File: config.mk
export PLATFORM = sky130hd
export DESIGN_NAME = margolus_block_density_settle_core
export DESIGN_NICKNAME = d
export VERILOG_FILES = /design/src/hdl/mbds_pkg.sv /design/src/hdl/margolus_block_density_settle_core.sv
export SDC_FILE = /design/constraint.sdc
export NUM_CORES = 2
export LEC_CHECK = 0
export BUFFER_PORTS_ARGS = -buffer_cell sky130_fd_sc_hd__buf_2
export CELL_PAD_IN_SITES_DETAIL_PLACEMENT = 2
export CELL_PAD_IN_SITES_GLOBAL_PLACEMENT = 2
export CORE_MARGIN = 2
export CORE_UTILIZATION = 50
export CTS_CLUSTER_SIZE = 24
export DETAILED_ROUTE_END_ITERATION = 16
export GPL_TIMING_DRIVEN = 0
export PLACE_DENSITY = 0.9
export SYNTH_ARGS = -nofsm -noshare
export SYNTH_HDL_FRONTEND = slang
export SYNTH_SLANG_ARGS = --single-unit
File: constraint.sdc
create_clock -name clk -period 28.3 [get_ports clk]
set_input_delay 2.83 -clock clk [delete_from_list [all_inputs] [get_ports clk]]
set_output_delay 2.83 -clock clk [all_outputs]
set_load 0.02 [all_outputs]
File: src/hdl/mbds_pkg.sv
// Package for the Margolus block density settle core: cell packing constants,
// item types and the settle functions. No dependencies.
package mbds_pkg;

    localparam int DENSITY_BITS     = 8;
    localparam int MATERIAL_ID_BITS = 6;
    localparam int CELL_BITS        = 16;
    localparam int BLOCK_CELLS      = 8;
    localparam int LAT_VISITS       = 4;
    localparam int LIQ_BIT          = MATERIAL_ID_BITS;
    localparam int MOV_BIT          = MATERIAL_ID_BITS + 1;
    localparam int RANK_SHIFT       = MATERIAL_ID_BITS + 2;

    typedef logic [CELL_BITS-1:0]    cell_t;
    typedef logic [DENSITY_BITS-1:0] rank_t;
    typedef cell_t [BLOCK_CELLS-1:0] blk_t;

    typedef struct packed {
        cell_t cell_7;
        cell_t cell_6;
        cell_t cell_5;
        cell_t cell_4;
        cell_t cell_3;
        cell_t cell_2;
        cell_t cell_1;
        cell_t cell_0;
    } src_item_t;

    typedef struct packed {
        cell_t                  out_7;
        cell_t                  out_6;
        cell_t                  out_5;
        cell_t                  out_4;
        cell_t                  out_3;
        cell_t                  out_2;
        cell_t                  out_1;
        cell_t                  out_0;
        logic [BLOCK_CELLS-1:0] changed_mask;
    } dst_item_t;

    // Rank bits beyond the cell word read as zero.
    function automatic rank_t cell_rank(input cell_t w);
        logic [CELL_BITS+DENSITY_BITS-1:0] ext;
        ext = {{DENSITY_BITS{1'b0}}, w};
        return ext[RANK_SHIFT +: DENSITY_BITS];
    endfunction

    function automatic logic may_displace(input cell_t a, input cell_t b);
        return a[MOV_BIT] && b[MOV_BIT] && (cell_rank(a) > cell_rank(b));
    endfunction

    // Vertical pass: the four columns are independent.
    function automatic blk_t vert_pass(input blk_t c);
        blk_t r;
        r = c;
        for (int col = 0; col < 4; col++) begin
            logic [2:0] lo;
            logic [2:0] up;
            lo = {col[1], 1'b0, col[0]};
            up = {col[1], 1'b1, col[0]};
            if (may_displace(c[up], c[lo]))
            begin
                r[up] = c[lo];
                r[lo] = c[up];
            end
        end
        return r;
    endfunction

    // One lateral visit of the upper cell at column (lx, lz).
    function automatic blk_t lat_visit(input blk_t c, input logic lx, input logic lz);
        blk_t       r;
        cell_t      w;
        logic [2:0] up;
        logic [2:0] dxl;
        logic [2:0] dzl;
        logic [2:0] sxu;
        logic [2:0] szu;
        logic [2:0] tgt;
        logic       mv;
        r   = c;
        up  = {lz, 1'b1, lx};
        dxl = {lz, 1'b0, ~lx};
        dzl = {~lz, 1'b0, lx};
        sxu = {lz, 1'b1, ~lx};
        szu = {~lz, 1'b1, lx};
        w   = c[up];
        tgt = up;
        mv  = 1'b0;
        if (w[MOV_BIT])
        begin
            if (may_displace(w, c[dxl]))
            begin
                tgt = dxl;
                mv  = 1'b1;
            end
            else if (may_displace(w, c[dzl]))
            begin
                tgt = dzl;
                mv  = 1'b1;
            end
            else if (w[LIQ_BIT])
            begin
                if (may_displace(w, c[sxu]) && may_displace(w, c[dxl]))
                begin
                    tgt = sxu;
                    mv  = 1'b1;
                end
                else if (may_displace(w, c[szu]) && may_displace(w, c[dzl]))
                begin
                    tgt = szu;
                    mv  = 1'b1;
                end
            end
        end
        if (mv)
        begin
            r[up]  = c[tgt];
            r[tgt] = w;
        end
        return r;
    endfunction

endpackage

File: src/hdl/margolus_block_density_settle_core.sv
// Margolus block density settle core: six-register pipeline that settles one
// 2x2x2 block per cycle while src_stall is low. Depends on mbds_pkg.
//
// Use:
//  - src carries one item: the eight cell words of a block, local index
//    x + 2y + 4z with y = 0 the lower layer. It is taken at a rising edge with
//    src_valid high and src_stall low.
//  - dst carries the settled cells and a mask of positions whose word changed.
//    The receiver holds dst_stall high to keep the item on the port.
//  - Stage 0 runs the vertical pass, stages 1 to 4 each run one lateral visit
//    (upper cells in x-then-z order), and the output register forms the mask.
//  - An accepted item passes through stage 0, stages 1 to 4 and the output
//    register before dst_valid rises; one item enters every cycle while
//    src_stall is low, set by the single pipeline with a register per pass.
//  - When dst stalls, items close up into empty stages; src_stall rises only
//    once stage 0 holds an item that cannot move on.
//  - Reset clears every valid bit, so the pipeline comes up empty; there is
//    no other state.
module margolus_block_density_settle_core (
    input  logic              clk,
    input  logic              rst_n,
    input  logic              src_valid,
    output logic              src_stall,
    input  mbds_pkg::src_item_t src,
    output logic              dst_valid,
    input  logic              dst_stall,
    output mbds_pkg::dst_item_t dst
);
    import mbds_pkg::*;

    localparam int STAGES = LAT_VISITS + 1;

    // Pipeline stages: current arrangement and the original words for the mask.
    logic [STAGES-1:0] v_reg;
    blk_t              cur_reg  [STAGES];
    blk_t              org_reg  [STAGES];
    blk_t              cur_next [STAGES];
    blk_t              src_blk;
    logic [STAGES:0]   adv;
    logic              dst_valid_reg;
    dst_item_t         dst_reg;
    dst_item_t         dst_next;

    // Unpack the incoming item into an indexed block.
    assign src_blk[0] = src.cell_0;
    assign src_blk[1] = src.cell_1;
    assign src_blk[2] = src.cell_2;
    assign src_blk[3] = src.cell_3;
    assign src_blk[4] = src.cell_4;
    assign src_blk[5] = src.cell_5;
    assign src_blk[6] = src.cell_6;
    assign src_blk[7] = src.cell_7;

    // A stage may load when it is empty or its item moves on this cycle.
    always_comb
    begin
        adv[STAGES] = !dst_valid_reg || !dst_stall;
        for (int k = STAGES - 1; k >= 0; k--)
        begin
            adv[k] = !v_reg[k] || adv[k+1];
        end
    end

    assign src_stall = !adv[0];

    // Stage logic: vertical pass first, then one lateral visit per stage.
    always_comb
    begin
        cur_next[0] = vert_pass(src_blk);
        for (int k = 1; k < STAGES; k++)
        begin
            logic [1:0] vis;
            vis = 2'(k - 1);
            cur_next[k] = lat_visit(cur_reg[k-1], vis[0], vis[1]);
        end
    end

    // Mark every position whose word differs from the one that came in.
    always_comb
    begin
        logic [BLOCK_CELLS-1:0] mask;
        for (int i = 0; i < BLOCK_CELLS; i++)
        begin
            mask[i] = (cur_reg[STAGES-1][i] != org_reg[STAGES-1][i]);
        end
        dst_next.out_0        = cur_reg[STAGES-1][0];
        dst_next.out_1        = cur_reg[STAGES-1][1];
        dst_next.out_2        = cur_reg[STAGES-1][2];
        dst_next.out_3        = cur_reg[STAGES-1][3];
        dst_next.out_4        = cur_reg[STAGES-1][4];
        dst_next.out_5        = cur_reg[STAGES-1][5];
        dst_next.out_6        = cur_reg[STAGES-1][6];
        dst_next.out_7        = cur_reg[STAGES-1][7];
        dst_next.changed_mask = mask;
    end

    // Valid bits travel with the data; a stalled stage holds.
    always_ff @(posedge clk or negedge rst_n)
    begin
        if (!rst_n)
        begin
            v_reg         <= '0;
            dst_valid_reg <= 1'b0;
        end
        else
        begin
            if (adv[0])
            begin
                v_reg[0] <= src_valid;
            end
            for (int k = 1; k < STAGES; k++)
            begin
                if (adv[k])
                begin
                    v_reg[k] <= v_reg[k-1];
                end
            end
            if (adv[STAGES])
            begin
                dst_valid_reg <= v_reg[STAGES-1];
            end
        end
    end

    // Payload registers: load when the stage advances, no reset.
    always_ff @(posedge clk)
    begin
        if (adv[0])
        begin
            cur_reg[0] <= cur_next[0];
            org_reg[0] <= src_blk;
        end
        for (int k = 1; k < STAGES; k++)
        begin
            if (adv[k])
            begin
                cur_reg[k] <= cur_next[k];
                org_reg[k] <= org_reg[k-1];
            end
        end
        if (adv[STAGES])
        begin
            dst_reg <= dst_next;
        end
    end

    assign dst_valid = dst_valid_reg;
    assign dst       = dst_reg;

    // The input side stalls only while the first stage holds an item.
    a_stall_needs_item: assert property (@(posedge clk) disable iff (!rst_n)
        src_stall |-> v_reg[0])
        else $error("src_stall raised with stage 0 empty");

    // An item in the last stage always fills an empty output register.
    a_last_fills_out: assert property (@(posedge clk) disable iff (!rst_n)
        (v_reg[STAGES-1] && !dst_valid_reg) |=> dst_valid_reg)
        else $error("item in last stage did not reach the output");

    // A delivered item with nothing behind it leaves the output empty.
    a_out_drains: assert property (@(posedge clk) disable iff (!rst_n)
        (dst_valid_reg && !dst_stall && !v_reg[STAGES-1]) |=> !dst_valid_reg)
        else $error("output item repeated");

    // The result is a permutation, so exactly one changed position is impossible.
    a_mask_perm: assert property (@(posedge clk) disable iff (!rst_n)
        dst_valid_reg |-> ($countones(dst_reg.changed_mask) != 1))
        else $error("single changed position in a permuted block");

endmodule

==> results.cfg, run 1 <==
[logic_synthesis]
synth_nets = 3001
synth_seq_area_share_pct = 82.3
synth-edff-count = 1416
synthArstFlopShare_pct = 0.422
synth_warnings = 0
synthFlopType = edfxtp_1
ys_types = 44
synth.avg_cell_area_um2 = 18.7
ys_ff_latch = 1422
synth_area_um2 = 51900
syn_inst = 2773

[floorplanning]
die_h_um = 326
die_w_um = 326
io_pins = 270
placementRows = 118
start_util_pct = 50.2

[run_status]
run.stop_error = [ERROR DPL-0033] detailed placement checks failed during check placement.
status = did not finish
stop_stage = 3_5_place_dp

[placed_design]
routabilityCongestion = 0.892
numPortBuffers = 269
post-dp-hpwl_um = 148000
[per-stage QoR]
step / instances / setup slack (ps)
floorplan: 2773 / 14500
global placement: 4422 / 10960
[kinds of logic after synthesis]
family	count (synthesis)	share of synthesized area, %
fa+ha+maj	96	2.32
compound gates	185	2.46
xor+xnor	128	2.16
simple gates	232	2.28
buf+inv	485	3.69
flops	1422	82.3
mux	225	4.80
[cells in the mapped netlist, types with 5 or more instances]
| cell type | instances | area [µm²] |
|---|---|---|
| ha_1 | 96 | 1200 |
| clkbuf_1 | 351 | 1320 |
| a222oi_1 | 5 | 50.1 |
| nor2b_1 | 12 | 75.1 |
| and2_1 | 23 | 144 |
| a21o_1 | 10 | 75.1 |
| edfxtp_1 | 1416 | 42500 |
| mux2i_1 | 35 | 350 |
| o211ai_1 | 10 | 75.1 |
| o211a_1 | 6 | 60.1 |
| nand4_1 | 32 | 200 |
| inv_1 | 101 | 379 |
| nor2_1 | 36 | 135 |
| mux2_2 | 156 | 1760 |
| dfrtp_1 | 6 | 150 |
| o21a_1 | 10 | 75.1 |
| buf_2 | 22 | 110 |
| nand2b_1 | 5 | 31.3 |
| nor4_1 | 32 | 200 |
| a221o_1 | 24 | 240 |
| mux2_1 | 34 | 383 |
| buf_6 | 7 | 78.8 |
| xor2_1 | 128 | 1120 |
| nand2_1 | 80 | 300 |
| a21oi_1 | 58 | 290 |
| o21ai_0 | 40 | 200 |
==> run 2: changes to the inputs <==
Settings changed: CELL_PAD_IN_SITES_DETAIL_PLACEMENT 2 to default, CELL_PAD_IN_SITES_GLOBAL_PLACEMENT 2 to default, CORE_UTILIZATION 50 to 40, CTS_CLUSTER_SIZE 24 to default, PLACE_DENSITY 0.9 to default, PLACE_DENSITY_LB_ADDON from default to 0.15.
==> results.cfg, run 2 <==
[job]
drv_cap = 0

[placed_design]
post-dp-hpwl_um = 86600
dpl.cell_count = 4803
routabilityCongestion = 0.899
numPortBuffers = 269

[timing]
hold_viol = 0
drv_slew = 0
fin_tns_setup_ps = 0
setup_viol = 0
fin_crit_sh_pct = 30.0
period_needed_ps = 8500
rsz0062_at_grt = false
slew_headroom_pct = 35.4
fmax_ghz = 0.118
clock_skew_ps = 28.6
tightest_slew_ps = 960

[cells_and_area]
multiInputGateArea_um2 = 7310
post-route-util_pct = 46.9
final_cell_mix = edfxtp_1 (1416), clkbuf_1 (381), buf_2 (291), mux2_2 (156), clkbuf_16 (151)
regArea_um2 = 42700
fin_cells = 5075
final_common_cell = edfxtp_1
fillCellCount = 11100
final_nets = 3438
drive_above_1_share_pct = 21.2
syn_to_final_growth_pct = 16.9

[clocking]
clk_latency_ps = 770
htreeDepth = 4
cts.sinks = 1422
cts_buffer_depth = 3
cts-root-buf = clkbuf_16
postCtsHoldBufs = 0
cts_setup_buffers = 0
path_clk_slew_ps = 60
cts_tree = done
cts_buffers = 147
cts_resized = 0

[logic_synthesis]
ys_types = 44
ys_top_cells_by_count = edfxtp_1 (1416), clkbuf_1 (351), mux2_2 (156), xor2_1 (128), inv_1 (101)
synth_warnings = 0
synth.avg_cell_area_um2 = 18.7
yosysTopAreaCell = edfxtp_1
synth_area_um2 = 51900
synthFlopType = edfxtp_1
synth_seq_area_share_pct = 82.3
synth_top_cells_by_area = edfxtp_1 (82%), mux2_2 (3.4%), clkbuf_1 (2.5%)
synth-edff-count = 1416
yosys.cell_count.top_type = edfxtp_1
synth_nets = 3001
synthArstFlopShare_pct = 0.422
ys_ff_latch = 1422
syn_inst = 2773
synth_top_area_share_pct = 82.0

[drt]
wl_um = 120000
avgViaCountPerCell = 4.76
ant_nets = 0
drc = 0
wire_per_inst_um = 23.7
via_count = 24200
drt_iter0_drc = 2205
first_pass_iters = 5

[grt]
gr-total-overflow = 0
grt_max_degree = 114
grt_pass1_wl_um = 172000
antenna_found_initial = 14
grt_pass1_vias = 24900
grt_usage_pct = 18.3

[setup_path]
arrival_ps = 5670
crit_required_ps = 25470
cp-startpoint = dst_stall
end_kind = output pin
r2r_start = dst_valid
crit_path_max_fanout = 47
crit_type = input port to output pin
start_kind = input port

[floorplanning]
die_h_um = 364
placementRows = 132
io_pins = 270
die_w_um = 364
coreArea_um2 = 129000
die_area_um2 = 133000
start_util_pct = 40.2

[power]
irDropWorstVdd_mv = 0.0625
power-per-cell-area_nw_per_um2 = 93.7
leakage_nw = 22.4

[run_status]
status = completed

[worst_hold_path]
min_path_type = flop to flop
holdCritStartpoint = org_reg[0][347]
[run 2: cell counts after synthesis]
No cell type changed its count.
[run 2: final cells by class]
class | count | area share, %
tap | 1742 | 3.60
sequential | 1422 | 70.4
buffer | 384 | 2.54
multi-input combinational | 866 | 12.1
antenna | 4 | 0.0165
inverter | 101 | 0.650
clock inverter | 87 | 1.24
timing repair buffer | 288 | 3.07
clock buffer | 181 | 6.42
[run 2: metal layers]
layer,GRT usage [%],up-vias,share of wire [%]
li1,-,11100,-
met1,24.5,12300,43
met2,30.5,586,50
met3,3.08,181,4.4
met4,5.61,4,2.6
met5,0,-,0.022
[run 2: critical path: stages]
cell	delay, ps
buf_2	110
and3_1	350
and3_1	470
nand3_4	580
buf_16	440
buf_16	230
buf_16	250
inv_1	90
buf_2	160
[run 2: metrics by stage]
step	setup slack, ps	hold WS, ps	cell area, µm²	power, mW
2_1_floorplan	14500	400	51900	3.52
3_3_place_gp	11010	400	55400	3.94
3_5_place_dp	19770	405	55900	3.87
4_1_cts	19750	400	60600	5.76
5_1_grt	19660	409	60600	5.93
6_report	19800	404	60600	5.68
[run 2: worst paths after layout]
path	end	depth (start not counted)	slack [ps]
worst max register to register	org_reg[0][44]	6	25140
worst min-delay path	org_reg[0][475]	0	400
worst max-delay path	src_stall	9	19800
max in group asynchronous	v_reg[0]	1	26270
min in group asynchronous	dst_valid	1	1890
worst min register to register	org_reg[0][475]	0	400
[run 2: power by group]
part,switching [mW],internal (mW)
Clock,0.791,1.07
Sequential,0.227,2.89
Combinational,0.444,0.253
[run 2: logic make-up (layout without fill, tap and decap cells)]
group           Yosys count  in the layout  share of synthesized area (%)
mux                     225            225                           4.80
fa+ha+maj                96             96                           2.32
flops                  1422           1422                           82.3
compound gates          185            185                           2.46
simple gates            232            232                           2.28
buf+inv                 485           1041                           3.69
xor+xnor                128            128                           2.16
other cells               0              4                              0
No activity file was read; power rests on OpenSTA's default activity.
